`config.mk`:
```
export PLATFORM = sky130hd
export DESIGN_NAME = tick_task_scheduler_flat
export DESIGN_NICKNAME = d
export VERILOG_FILES = /design/src/tts_pkg.sv /design/src/tts_cmd_if.sv /design/src/tts_rsp_if.sv /design/src/tick_task_scheduler.sv /design/src/tts_ram.sv /design/src/tts_ctrl.sv /design/src/tts_datapath.sv /design/src/flat_wrapper.sv
export SDC_FILE = /design/constraint.sdc
export NUM_CORES = 1
export LEC_CHECK = 0
export BUFFER_PORTS_ARGS = -buffer_cell sky130_fd_sc_hd__buf_2
export CAP_MARGIN = 20
export CORE_AREA = 5 5 273 275
export DETAILED_ROUTE_END_ITERATION = 12
export DIE_AREA = 0 0 278 280
export GPL_TIMING_DRIVEN = 0
export PLACE_DENSITY = 0.66
export RECOVER_POWER = 50
export REMOVE_ABC_BUFFERS = 1
export SETUP_SLACK_MARGIN = 0.05
export SKIP_CTS_REPAIR_TIMING = 1
export SLEW_MARGIN = 10
export SYNTH_ARGS = -nofsm -noshare
export SYNTH_HDL_FRONTEND = slang
export SYNTH_HIERARCHICAL = 1
export SYNTH_SLANG_ARGS = --single-unit
```
`constraint.sdc`:
```
create_clock -name clk -period 7 [get_ports clk]
set_input_delay 1.05 -clock clk [delete_from_list [all_inputs] [get_ports clk]]
set_output_delay 1.05 -clock clk [all_outputs]
set_load 0.1 [all_outputs]
```
`src/tts_pkg.sv`:
```
`timescale 1ns / 1ps
// Shared types and constants for the tick task scheduler.
// No dependencies; compiled first.
package tts_pkg;

    // Default table size
    localparam int NUM_TASKS_DEF = 16;

    // Field widths
    localparam int CMD_W    = 2;
    localparam int TAG_W    = 8;
    localparam int TIME_W   = 16;
    localparam int SLOT_W   = 6;
    localparam int STATUS_W = 2;
    localparam int PEND_W   = 8;

    typedef enum logic [CMD_W-1:0] {
        CMD_TICK     = 2'd0,
        CMD_ADD      = 2'd1,
        CMD_DELETE   = 2'd2,
        CMD_DISPATCH = 2'd3
    } cmd_e_t;

    typedef enum logic [STATUS_W-1:0] {
        ST_OK   = 2'd0,
        ST_FULL = 2'd1,
        ST_BAD  = 2'd2,
        ST_NONE = 2'd3
    } status_e_t;

    // One slot of the task table as held in RAM
    typedef struct packed {
        logic [TAG_W-1:0]  tag;
        logic [TIME_W-1:0] delay;
        logic [TIME_W-1:0] period;
        logic [PEND_W-1:0] pend;
    } entry_t;

    // Controller to datapath
    typedef struct packed {
        logic load;
        logic scan;
        logic finish;
    } ctl_t;

    // Datapath to controller
    typedef struct packed {
        logic scan_done;
        logic fin_done;
    } stat_t;

endpackage

```
`src/tts_cmd_if.sv`:
```
`timescale 1ns / 1ps
// Command channel: valid/ready plus one command item.
// Depends on tts_pkg.
interface tts_cmd_if;
    import tts_pkg::*;

    logic              valid;
    logic              ready;
    logic [CMD_W-1:0]  cmd;
    logic [TAG_W-1:0]  task_tag;
    logic [TIME_W-1:0] first_delay;
    logic [TIME_W-1:0] repeat_period;
    logic [SLOT_W-1:0] slot_index;

    modport source (output valid, cmd, task_tag, first_delay, repeat_period, slot_index,
                    input ready);
    modport sink   (input valid, cmd, task_tag, first_delay, repeat_period, slot_index,
                    output ready);
endinterface

```
`src/tts_rsp_if.sv`:
```
`timescale 1ns / 1ps
// Response channel: valid/ready plus one result item.
// Depends on tts_pkg.
interface tts_rsp_if;
    import tts_pkg::*;

    logic                valid;
    logic                ready;
    logic [SLOT_W-1:0]   slot;
    logic [TAG_W-1:0]    tag_out;
    logic [STATUS_W-1:0] status;
    logic                last;

    modport source (output valid, slot, tag_out, status, last, input ready);
    modport sink   (input valid, slot, tag_out, status, last, output ready);
endinterface

```
`src/tick_task_scheduler.sv`:
```
`timescale 1ns / 1ps
// Tick task scheduler: a table of NUM_TASKS task slots kept in one RAM, walked by a
// sequencer one slot per cycle through the RAM's single read port while no dispatch
// result is held back by the response side. A tick or a dispatch walks every slot, an
// add stops at the lowest free slot and a delete skips the walk; the final result waits
// while the response side holds back the output register. One command is worked at a
// time; the next command transfers in as soon as the final result of the previous one
// sits in the output register. Dispatch returns one result per slot with pending runs,
// in slot order, with last set on the final one, or a single result when none has runs.
module tick_task_scheduler #(
    parameter int NUM_TASKS = tts_pkg::NUM_TASKS_DEF
) (
    input logic   clk,
    input logic   rst_n,
    tts_cmd_if.sink   task_cmd,
    tts_rsp_if.source task_rsp
);
    import tts_pkg::*;

    ctl_t  ctl;
    stat_t stat;

    tts_ctrl u_ctrl (
        .clk      (clk),
        .rst_n    (rst_n),
        .in_valid (task_cmd.valid),
        .in_cmd   (task_cmd.cmd),
        .in_ready (task_cmd.ready),
        .ctl      (ctl),
        .stat     (stat)
    );

    tts_datapath #(
        .NUM_TASKS (NUM_TASKS)
    ) u_datapath (
        .clk           (clk),
        .rst_n         (rst_n),
        .ctl           (ctl),
        .stat          (stat),
        .cmd           (task_cmd.cmd),
        .task_tag      (task_cmd.task_tag),
        .first_delay   (task_cmd.first_delay),
        .repeat_period (task_cmd.repeat_period),
        .slot_index    (task_cmd.slot_index),
        .out_valid     (task_rsp.valid),
        .out_ready     (task_rsp.ready),
        .slot          (task_rsp.slot),
        .tag_out       (task_rsp.tag_out),
        .status        (task_rsp.status),
        .last          (task_rsp.last)
    );
endmodule

```
`src/tts_ram.sv`:
```
`timescale 1ns / 1ps
// Generic single-write, single-read RAM with registered read data.
// No dependencies.
module tts_ram #(
    parameter int WIDTH = 8,
    parameter int DEPTH = 16
) (
    input  logic                             clk,
    input  logic                             we,
    input  logic [$clog2(DEPTH > 1 ? DEPTH : 2)-1:0] waddr,
    input  logic [WIDTH-1:0]                 wdata,
    input  logic [$clog2(DEPTH > 1 ? DEPTH : 2)-1:0] raddr,
    output logic [WIDTH-1:0]                 rdata
);
    logic [WIDTH-1:0] mem [DEPTH];
    logic [WIDTH-1:0] rdata_reg;

    always_ff @(posedge clk)
    begin
        if (we)
        begin
            mem[waddr] <= wdata;
        end
        rdata_reg <= mem[raddr];
    end

    assign rdata = rdata_reg;
endmodule

```
`src/tts_ctrl.sv`:
```
`timescale 1ns / 1ps
// Sequencer for the scheduler: idle, slot walk, final result.
// Depends on tts_pkg.
module tts_ctrl (
    input  logic                  clk,
    input  logic                  rst_n,
    input  logic                  in_valid,
    input  logic [tts_pkg::CMD_W-1:0] in_cmd,
    output logic                  in_ready,
    output tts_pkg::ctl_t         ctl,
    input  tts_pkg::stat_t        stat
);
    import tts_pkg::*;

    typedef enum logic [1:0] {
        S_IDLE,
        S_SCAN,
        S_FINISH
    } state_t;

    state_t state_reg, state_next;

    // Next state
    always_comb
    begin
        state_next = state_reg;
        unique case (state_reg)
            S_IDLE:
            begin
                if (in_valid)
                begin
                    state_next = (cmd_e_t'(in_cmd) == CMD_DELETE) ? S_FINISH : S_SCAN;
                end
            end
            S_SCAN:
            begin
                if (stat.scan_done)
                begin
                    state_next = S_FINISH;
                end
            end
            S_FINISH:
            begin
                if (stat.fin_done)
                begin
                    state_next = S_IDLE;
                end
            end
            default: state_next = S_IDLE;
        endcase
    end

    always_ff @(posedge clk or negedge rst_n)
    begin
        if (!rst_n)
        begin
            state_reg <= S_IDLE;
        end
        else
        begin
            state_reg <= state_next;
        end
    end

    // Commands to the datapath
    assign in_ready   = (state_reg == S_IDLE);
    assign ctl.load   = in_valid && (state_reg == S_IDLE);
    assign ctl.scan   = (state_reg == S_SCAN);
    assign ctl.finish = (state_reg == S_FINISH);
endmodule

```
`src/tts_datapath.sv`:
```
`timescale 1ns / 1ps
// Scheduler datapath: task table RAM, valid bits, slot counter,
// held add or dispatch result and output register. Depends on tts_pkg, tts_ram.
module tts_datapath #(
    parameter int NUM_TASKS = tts_pkg::NUM_TASKS_DEF
) (
    input  logic                         clk,
    input  logic                         rst_n,
    input  tts_pkg::ctl_t                ctl,
    output tts_pkg::stat_t               stat,
    input  logic [tts_pkg::CMD_W-1:0]    cmd,
    input  logic [tts_pkg::TAG_W-1:0]    task_tag,
    input  logic [tts_pkg::TIME_W-1:0]   first_delay,
    input  logic [tts_pkg::TIME_W-1:0]   repeat_period,
    input  logic [tts_pkg::SLOT_W-1:0]   slot_index,
    output logic                         out_valid,
    input  logic                         out_ready,
    output logic [tts_pkg::SLOT_W-1:0]   slot,
    output logic [tts_pkg::TAG_W-1:0]    tag_out,
    output logic [tts_pkg::STATUS_W-1:0] status,
    output logic                         last
);
    import tts_pkg::*;

    localparam int IW = $clog2(NUM_TASKS > 1 ? NUM_TASKS : 2);

    // Latched command item
    cmd_e_t            cmd_reg;
    logic [TAG_W-1:0]  tag_reg;
    logic [TIME_W-1:0] delay_reg;
    logic [TIME_W-1:0] period_reg;
    logic [SLOT_W-1:0] sidx_reg;

    logic [IW-1:0]        idx_reg, idx_next;
    logic [NUM_TASKS-1:0] valid_reg, valid_next;

    // Held result: found slot on add, previous ready slot on dispatch
    logic             hold_vld_reg, hold_vld_next;
    logic [IW-1:0]    hold_slot_reg, hold_slot_next;
    logic [TAG_W-1:0] hold_tag_reg, hold_tag_next;

    // Output register
    logic              out_vld_reg, out_vld_next;
    logic [SLOT_W-1:0] out_slot_reg, out_slot_next;
    logic [TAG_W-1:0]  out_tag_reg, out_tag_next;
    status_e_t         out_status_reg, out_status_next;
    logic              out_last_reg, out_last_next;
    logic              out_load;

    // RAM port signals
    logic          we;
    entry_t        wdata, cur;
    logic [IW-1:0] raddr;

    logic cur_valid, idx_end, out_free, ready_run;
    logic stall, add_hit, advance, disp_take, bad_slot;

    tts_ram #(
        .WIDTH ($bits(entry_t)),
        .DEPTH (NUM_TASKS)
    ) u_table (
        .clk   (clk),
        .we    (we),
        .waddr (idx_reg),
        .wdata (wdata),
        .raddr (raddr),
        .rdata (cur)
    );

    // Slot walk decisions
    assign cur_valid = valid_reg[idx_reg];
    assign idx_end   = (idx_reg == IW'(NUM_TASKS - 1));
    assign out_free  = !out_vld_reg || out_ready;
    assign ready_run = cur_valid && (cur.pend != '0);
    assign stall     = ctl.scan && (cmd_reg == CMD_DISPATCH) && ready_run
                       && hold_vld_reg && !out_free;
    assign add_hit   = ctl.scan && (cmd_reg == CMD_ADD) && !cur_valid;
    assign advance   = ctl.scan && !stall && !add_hit;
    assign disp_take = ctl.scan && (cmd_reg == CMD_DISPATCH) && ready_run && !stall;
    assign bad_slot  = ({1'b0, sidx_reg} >= (SLOT_W + 1)'(NUM_TASKS));

    assign stat.scan_done = add_hit || (advance && idx_end);
    assign stat.fin_done  = ctl.finish && out_free;

    // Read address: slot 0 on load, next slot on advance short of the last, else re-read
    always_comb
    begin
        if (ctl.load)
        begin
            raddr = '0;
        end
        else if (advance && !idx_end)
        begin
            raddr = idx_reg + 1'b1;
        end
        else
        begin
            raddr = idx_reg;
        end
    end

    assign idx_next = ctl.load ? '0 : raddr;

    // Table write-back
    always_comb
    begin
        we    = 1'b0;
        wdata = cur;
        unique case (cmd_reg)
            CMD_TICK:
            begin
                if (ctl.scan && cur_valid)
                begin
                    we = 1'b1;
                    if (cur.delay == '0)
                    begin
                        if (cur.pend != '1)
                        begin
                            wdata.pend = cur.pend + 1'b1;
                        end
                        if (cur.period != '0)
                        begin
                            wdata.delay = cur.period;
                        end
                    end
                    else
                    begin
                        wdata.delay = cur.delay - 1'b1;
                    end
                end
            end
            CMD_ADD:
            begin
                if (add_hit)
                begin
                    we           = 1'b1;
                    wdata.tag    = tag_reg;
                    wdata.delay  = delay_reg;
                    wdata.period = period_reg;
                    wdata.pend   = '0;
                end
            end
            CMD_DISPATCH:
            begin
                if (disp_take)
                begin
                    we         = 1'b1;
                    wdata.pend = cur.pend - 1'b1;
                end
            end
            CMD_DELETE:
            begin
                we = 1'b0;
            end
            default: we = 1'b0;
        endcase
    end

    // Valid bits and held result
    always_comb
    begin
        valid_next     = valid_reg;
        hold_vld_next  = hold_vld_reg;
        hold_slot_next = hold_slot_reg;
        hold_tag_next  = hold_tag_reg;
        if (ctl.load || stat.fin_done)
        begin
            hold_vld_next = 1'b0;
        end
        if (add_hit)
        begin
            valid_next[idx_reg] = 1'b1;
            hold_vld_next       = 1'b1;
            hold_slot_next      = idx_reg;
            hold_tag_next       = tag_reg;
        end
        if (disp_take)
        begin
            hold_vld_next  = 1'b1;
            hold_slot_next = idx_reg;
            hold_tag_next  = cur.tag;
            // one-shot task leaves the table once reported
            if (cur.period == '0)
            begin
                valid_next[idx_reg] = 1'b0;
            end
        end
        if (stat.fin_done && (cmd_reg == CMD_DELETE) && !bad_slot)
        begin
            valid_next[sidx_reg[IW-1:0]] = 1'b0;
        end
    end

    // Result selection: a middle dispatch result or the final one
    always_comb
    begin
        out_load        = 1'b0;
        out_slot_next   = out_slot_reg;
        out_tag_next    = out_tag_reg;
        out_status_next = out_status_reg;
        out_last_next   = out_last_reg;
        if (disp_take && hold_vld_reg)
        begin
            out_load        = 1'b1;
            out_slot_next   = SLOT_W'(hold_slot_reg);
            out_tag_next    = hold_tag_reg;
            out_status_next = ST_OK;
            out_last_next   = 1'b0;
        end
        else if (stat.fin_done)
        begin
            out_load      = 1'b1;
            out_last_next = 1'b1;
            unique case (cmd_reg)
                CMD_TICK:
                begin
                    out_slot_next   = '0;
                    out_tag_next    = '0;
                    out_status_next = ST_OK;
                end
                CMD_DELETE:
                begin
                    out_slot_next   = sidx_reg;
                    out_tag_next    = '0;
                    out_status_next = bad_slot ? ST_BAD : ST_OK;
                end
                CMD_ADD, CMD_DISPATCH:
                begin
                    if (hold_vld_reg)
                    begin
                        out_slot_next   = SLOT_W'(hold_slot_reg);
                        out_tag_next    = hold_tag_reg;
                        out_status_next = ST_OK;
                    end
                    else
                    begin
                        out_slot_next   = '0;
                        out_tag_next    = '0;
                        out_status_next = (cmd_reg == CMD_ADD) ? ST_FULL : ST_NONE;
                    end
                end
                default:
                begin
                    out_status_next = ST_OK;
                end
            endcase
        end
    end

    assign out_vld_next = out_load ? 1'b1 : (out_vld_reg && !out_ready);

    // Control registers
    always_ff @(posedge clk or negedge rst_n)
    begin
        if (!rst_n)
        begin
            idx_reg      <= '0;
            valid_reg    <= '0;
            hold_vld_reg <= 1'b0;
            out_vld_reg  <= 1'b0;
        end
        else
        begin
            idx_reg      <= idx_next;
            valid_reg    <= valid_next;
            hold_vld_reg <= hold_vld_next;
            out_vld_reg  <= out_vld_next;
        end
    end

    // Payload registers
    always_ff @(posedge clk)
    begin
        if (ctl.load)
        begin
            cmd_reg    <= cmd_e_t'(cmd);
            tag_reg    <= task_tag;
            delay_reg  <= first_delay;
            period_reg <= repeat_period;
            sidx_reg   <= slot_index;
        end
        hold_slot_reg  <= hold_slot_next;
        hold_tag_reg   <= hold_tag_next;
        out_slot_reg   <= out_slot_next;
        out_tag_reg    <= out_tag_next;
        out_status_reg <= out_status_next;
        out_last_reg   <= out_last_next;
    end

    assign out_valid = out_vld_reg;
    assign slot      = out_slot_reg;
    assign tag_out   = out_tag_reg;
    assign status    = out_status_reg;
    assign last      = out_last_reg;
endmodule

```
`src/flat_wrapper.sv`:
```
// flat-port wrapper written by rule: the top's interface ports become plain ports
module tick_task_scheduler_flat import tts_pkg::*;
#(
    parameter int NUM_TASKS = tts_pkg::NUM_TASKS_DEF
)
  (clk, rst_n, task_cmd_valid, task_cmd_cmd, task_cmd_task_tag, task_cmd_first_delay, task_cmd_repeat_period, task_cmd_slot_index, task_cmd_ready, task_rsp_valid, task_rsp_slot, task_rsp_tag_out, task_rsp_status, task_rsp_last, task_rsp_ready);
  tts_cmd_if task_cmd_i ();
  tts_rsp_if task_rsp_i ();
  input logic clk;
  input logic rst_n;
  input wire logic [$bits(task_cmd_i.valid)-1:0] task_cmd_valid;
  input wire logic [$bits(task_cmd_i.cmd)-1:0] task_cmd_cmd;
  input wire logic [$bits(task_cmd_i.task_tag)-1:0] task_cmd_task_tag;
  input wire logic [$bits(task_cmd_i.first_delay)-1:0] task_cmd_first_delay;
  input wire logic [$bits(task_cmd_i.repeat_period)-1:0] task_cmd_repeat_period;
  input wire logic [$bits(task_cmd_i.slot_index)-1:0] task_cmd_slot_index;
  output wire logic [$bits(task_cmd_i.ready)-1:0] task_cmd_ready;
  output wire logic [$bits(task_rsp_i.valid)-1:0] task_rsp_valid;
  output wire logic [$bits(task_rsp_i.slot)-1:0] task_rsp_slot;
  output wire logic [$bits(task_rsp_i.tag_out)-1:0] task_rsp_tag_out;
  output wire logic [$bits(task_rsp_i.status)-1:0] task_rsp_status;
  output wire logic [$bits(task_rsp_i.last)-1:0] task_rsp_last;
  input wire logic [$bits(task_rsp_i.ready)-1:0] task_rsp_ready;
  assign task_cmd_i.valid = task_cmd_valid;
  assign task_cmd_i.cmd = task_cmd_cmd;
  assign task_cmd_i.task_tag = task_cmd_task_tag;
  assign task_cmd_i.first_delay = task_cmd_first_delay;
  assign task_cmd_i.repeat_period = task_cmd_repeat_period;
  assign task_cmd_i.slot_index = task_cmd_slot_index;
  assign task_cmd_ready = task_cmd_i.ready;
  assign task_rsp_valid = task_rsp_i.valid;
  assign task_rsp_slot = task_rsp_i.slot;
  assign task_rsp_tag_out = task_rsp_i.tag_out;
  assign task_rsp_status = task_rsp_i.status;
  assign task_rsp_last = task_rsp_i.last;
  assign task_rsp_i.ready = task_rsp_ready;
  tick_task_scheduler #(.NUM_TASKS(NUM_TASKS)) u_core (.clk(clk), .rst_n(rst_n), .task_cmd(task_cmd_i), .task_rsp(task_rsp_i));
endmodule
```
==> impl_metrics.env <==
export IMPL_skew_ns=0.0300
export IMPL_power_density_mw_per_mm2=465
export IMPL_place_gp_congestion=0.773
export IMPL_via_per_inst=6.26
export IMPL_dp_hpwl_um=52900
export IMPL_async_reset_ff_share_pct=2.62
export IMPL_drt_total_wl_um=84300
export IMPL_syn_to_final_growth_pct=16.0
export IMPL_num_io_pins=71
export IMPL_maxCapViolCount=4
export IMPL_status="complete, but fails checks"
export IMPL_die_width_um=278
export IMPL_die_h_um=280
export IMPL_grt_max_degree=64
export IMPL_power_mw=19.2
export IMPL_crit_path_cell_trace="mux2_1, o31ai_1, o22a_1, o31ai_4, a211oi_2, mux2i_1, buf_16, buf_16, buf_16, buf_16, mux4_2, a22oi_1, nand2_1"
export IMPL_hold_viol=0
export IMPL_r2r_start="u_core/u_datapath/idx_reg[3]$_DFF_PN0_"
export IMPL_setup_viol=0
export IMPL_synth_top_cell_by_area="edfxtp_1"
export IMPL_violations="capacitance limit, slew limit"
export IMPL_rrSetupSlack_ns=0.84
export IMPL_antenna_found_initial=1
export IMPL_cpMaxStageDelayCell="mux2i_1"
export IMPL_tightest_slew_ns=3.37
export IMPL_grt_overflow=0
export IMPL_p_int_mw=13.1
export IMPL_crit_top_cell="buf_16"
export IMPL_final_cells=2980
export IMPL_std_cell_rows=99
export IMPL_synth_cell_area_sq_mm=0.0356
export IMPL_yosysSeqAreaShare_pct=75.5
export IMPL_stdcell_area_sq_mm=0.0413
export IMPL_hold_class="reg2reg"
export IMPL_crit_start="u_core/u_datapath/idx_reg[3]$_DFF_PN0_"
export IMPL_postRouteAntennaNets=0
export IMPL_post_drt_wl_per_cell_um=28.3
export IMPL_netSwitchingFraction_pct=31.7
export IMPL_fmax_mhz=162
export IMPL_p_switching_mw=6.09
export IMPL_cts_max_level=3
export IMPL_place_area_sq_mm=0.0385
export IMPL_clk_pin_slew_worst_paths_ns=0.06
export IMPL_rsz0062_at_grt="no"
export IMPL_worstSetupEndpointType="register"
export IMPL_synth_ff_type="edfxtp_1"
export IMPL_worst_setup_path_type="reg2reg"
export IMPL_drt_iter0_markers=2327
export IMPL_p_leak_nw=13.2
export IMPL_r2r_cells=13
export IMPL_final_util_pct=57.3
export IMPL_drt_drc_violations_left=0
export IMPL_holdPathEnd="u_core/u_datapath/last$_SDFFE_PP0P_"
export IMPL_synth_seq_cells=917
export IMPL_grt_pass1_wl_um=125000
export IMPL_critical_path_required_ns=7.52
export IMPL_r2r_end="u_core/u_datapath/u_table/rdata[12]$_DFF_P_"
export IMPL_finalCriticalPeriod_ns=6.16
export IMPL_cp_arrival_ns=6.67
export IMPL_cts_root_buf="clkbuf_16"
export IMPL_clk_latency_ns=0.63
export IMPL_seqPwrFrac_pct=41.1
export IMPL_fin_crit_sh_pct=88.0
export IMPL_grt_pass1_vias=18800
export IMPL_cts_buffers=93
export IMPL_fin_nets=2004
export IMPL_cpPeakStageDelay_ns=1.33
export IMPL_synth_top_area_share_pct=70.8
export IMPL_startpoint_type="register"
export IMPL_io_buffers=70
export IMPL_place_inst=2807
export IMPL_vias=18600
export IMPL_grtUsageTotal_pct=21.6
export IMPL_initial_utilization_pct=49.4
export IMPL_synth_edf_count=840
export IMPL_drive_gt1_share_pct=25.6
export IMPL_slew_headroom_pct=-125
export IMPL_synthTopCellsByArea="edfxtp_1, mux4_2, dfxtp_1"
export IMPL_peakVddDrop_uv=451
export IMPL_critical_path_peak_fanout=22
export IMPL_die_area_sq_mm=0.0778
export IMPL_clockBufferDepth=3
export IMPL_finalSetupTns_ns=0
export IMPL_p_comb_share_pct=33.9
export IMPL_largest_reg_flops=768
export IMPL_cts_tree="done"
export IMPL_p_clk_share_pct=24.9
export IMPL_worstHoldStart="u_core/u_datapath/last$_SDFFE_PP0P_"
export IMPL_syn_area_per_cell_sq_um=20.0
export IMPL_ys_warn_count=6
export IMPL_hold_path_depth=2
export IMPL_slew_violations=81
export IMPL_cts_sinks=917
export IMPL_drtPass1Iterations=7
export IMPL_core_sq_mm=0.0721
export IMPL_synth_cells=1783
export IMPL_synth_distinct_cells=87
==> power by group through the flow <==
stage	clock, mW	sequential, mW	combinational, mW
finish	4.79	7.90	6.52
global route	5.14	7.94	7.02
CTS	4.88	7.89	6.64
detailed placement	0	7.99	6.61
global placement	0	8.00	5.01
floorplan	0	7.96	4.50
==> stage by stage <==
stage / setup WS [ns] / hold slack, ns
detailed placement: 1.38 / 0.462
CTS: 1.34 / 0.398
global route: 0.527 / 0.518
floorplan: -6.61 / 0.460
global placement: -16.02 / 0.454
finish: 0.843 / 0.484
==> worst max-delay path, delay by kind of cell, from the launching register on <==
family | cells | cell delay [ns]
AO/OA/AOI/OAI | 5 | 2.27
buffers and inverters | 4 | 0.79
flip-flops | 1 | 0.84
multiplexers | 3 | 2.03
AND/OR/NAND/NOR | 1 | 0.07
==> per-layer routing <==
metal  part of all wire [%]  wire [um]  global-route usage (%)
met1                     42      35300                    32.2
met2                     47      39200                    33.0
met3                    8.5       7150                    3.92
met4                    3.1       2640                    7.25
met5                      0          0                       0
==> cell usage in the layout, fill, tap and decap left out, types with 6 or more instances in the layout <==
cell type,count
nand2_1,98
nand3_1,15
and3_1,19
edfxtp_1,840
a221o_1,8
nor3_1,17
clkinv_2,13
ha_1,8
o21ai_0,13
a21oi_1,27
nor4_1,12
inv_1,13
buf_6,14
or3_1,6
mux4_2,194
buf_12,30
clkinv_1,13
a221oi_1,12
dfxtp_1,53
nor2_4,13
buf_2,50
mux2_1,26
nor3_2,6
buf_4,19
a211oi_1,10
nor2b_1,7
nand2b_1,9
xnor2_1,6
a22oi_1,98
clkbuf_8,9
dfrtp_1,24
clkbuf_1,51
buf_16,23
a32o_1,7
mux2i_1,6
nor2_1,33
clkbuf_16,96
==> logic make-up after synthesis <==
family          after synthesis  share of synthesized area (%)
fa+ha+maj                     8                          0.281
buf+inv                     112                           1.52
flops                       917                           75.5
xor+xnor                      9                          0.221
compound gates              229                           4.96
simple gates                280                           4.19
mux                         228                           13.3
==> synth_stat cells (4+ instances only) <==
cell,n
edfxtp_1,840
mux4_2,194
a22oi_1,98
nand2_1,98
dfxtp_1,53
nor2_1,46
clkbuf_1,36
a21oi_1,27
mux2_2,27
dfrtp_1,24
buf_4,20
and3_1,19
buf_2,19
nor3_1,19
buf_1,17
nand3_1,15
inv_1,14
a221oi_1,12
nor4_1,12
a211oi_1,10
o21ai_0,10
nand2b_1,9
nor2b_1,9
a221o_1,8
and2_1,8
ha_1,8
a32o_1,7
mux2i_1,6
or3_1,6
xnor2_1,6
a31oi_1,5
o22ai_1,5
o31ai_1,5
nand3b_1,4
==> worst max-delay path by stage <==
stage	endpoint	slack, ns	cells after the start
6_report	u_core/u_datapath/u_table/rdata[12]$_DFF_P_	0.84	13
3_5_place_dp	u_core/u_datapath/u_table/rdata[17]$_DFF_P_	1.38	11
2_1_floorplan	u_core/u_datapath/u_table/rdata[0]$_DFF_P_	-6.61	9
5_1_grt	u_core/u_datapath/u_table/rdata[17]$_DFF_P_	0.53	11
3_3_place_gp	u_core/u_datapath/u_table/rdata[25]$_DFF_P_	-16.02	8
4_1_cts	u_core/u_datapath/u_table/rdata[17]$_DFF_P_	1.34	11
==> area by class of cell <==
class | instances | area [sq um]
clock inverters | 39 | 352
multi-input cells | 754 | 8290
fillers | 5289 | 30800
repair buffers | 162 | 1900
clock buffers | 132 | 2630
flip-flops and latches | 917 | 26900
inverters | 16 | 61.3
diodes | 1 | 2.50
well taps | 959 | 1200
Note: power is estimated with default switching activity, not from simulation.
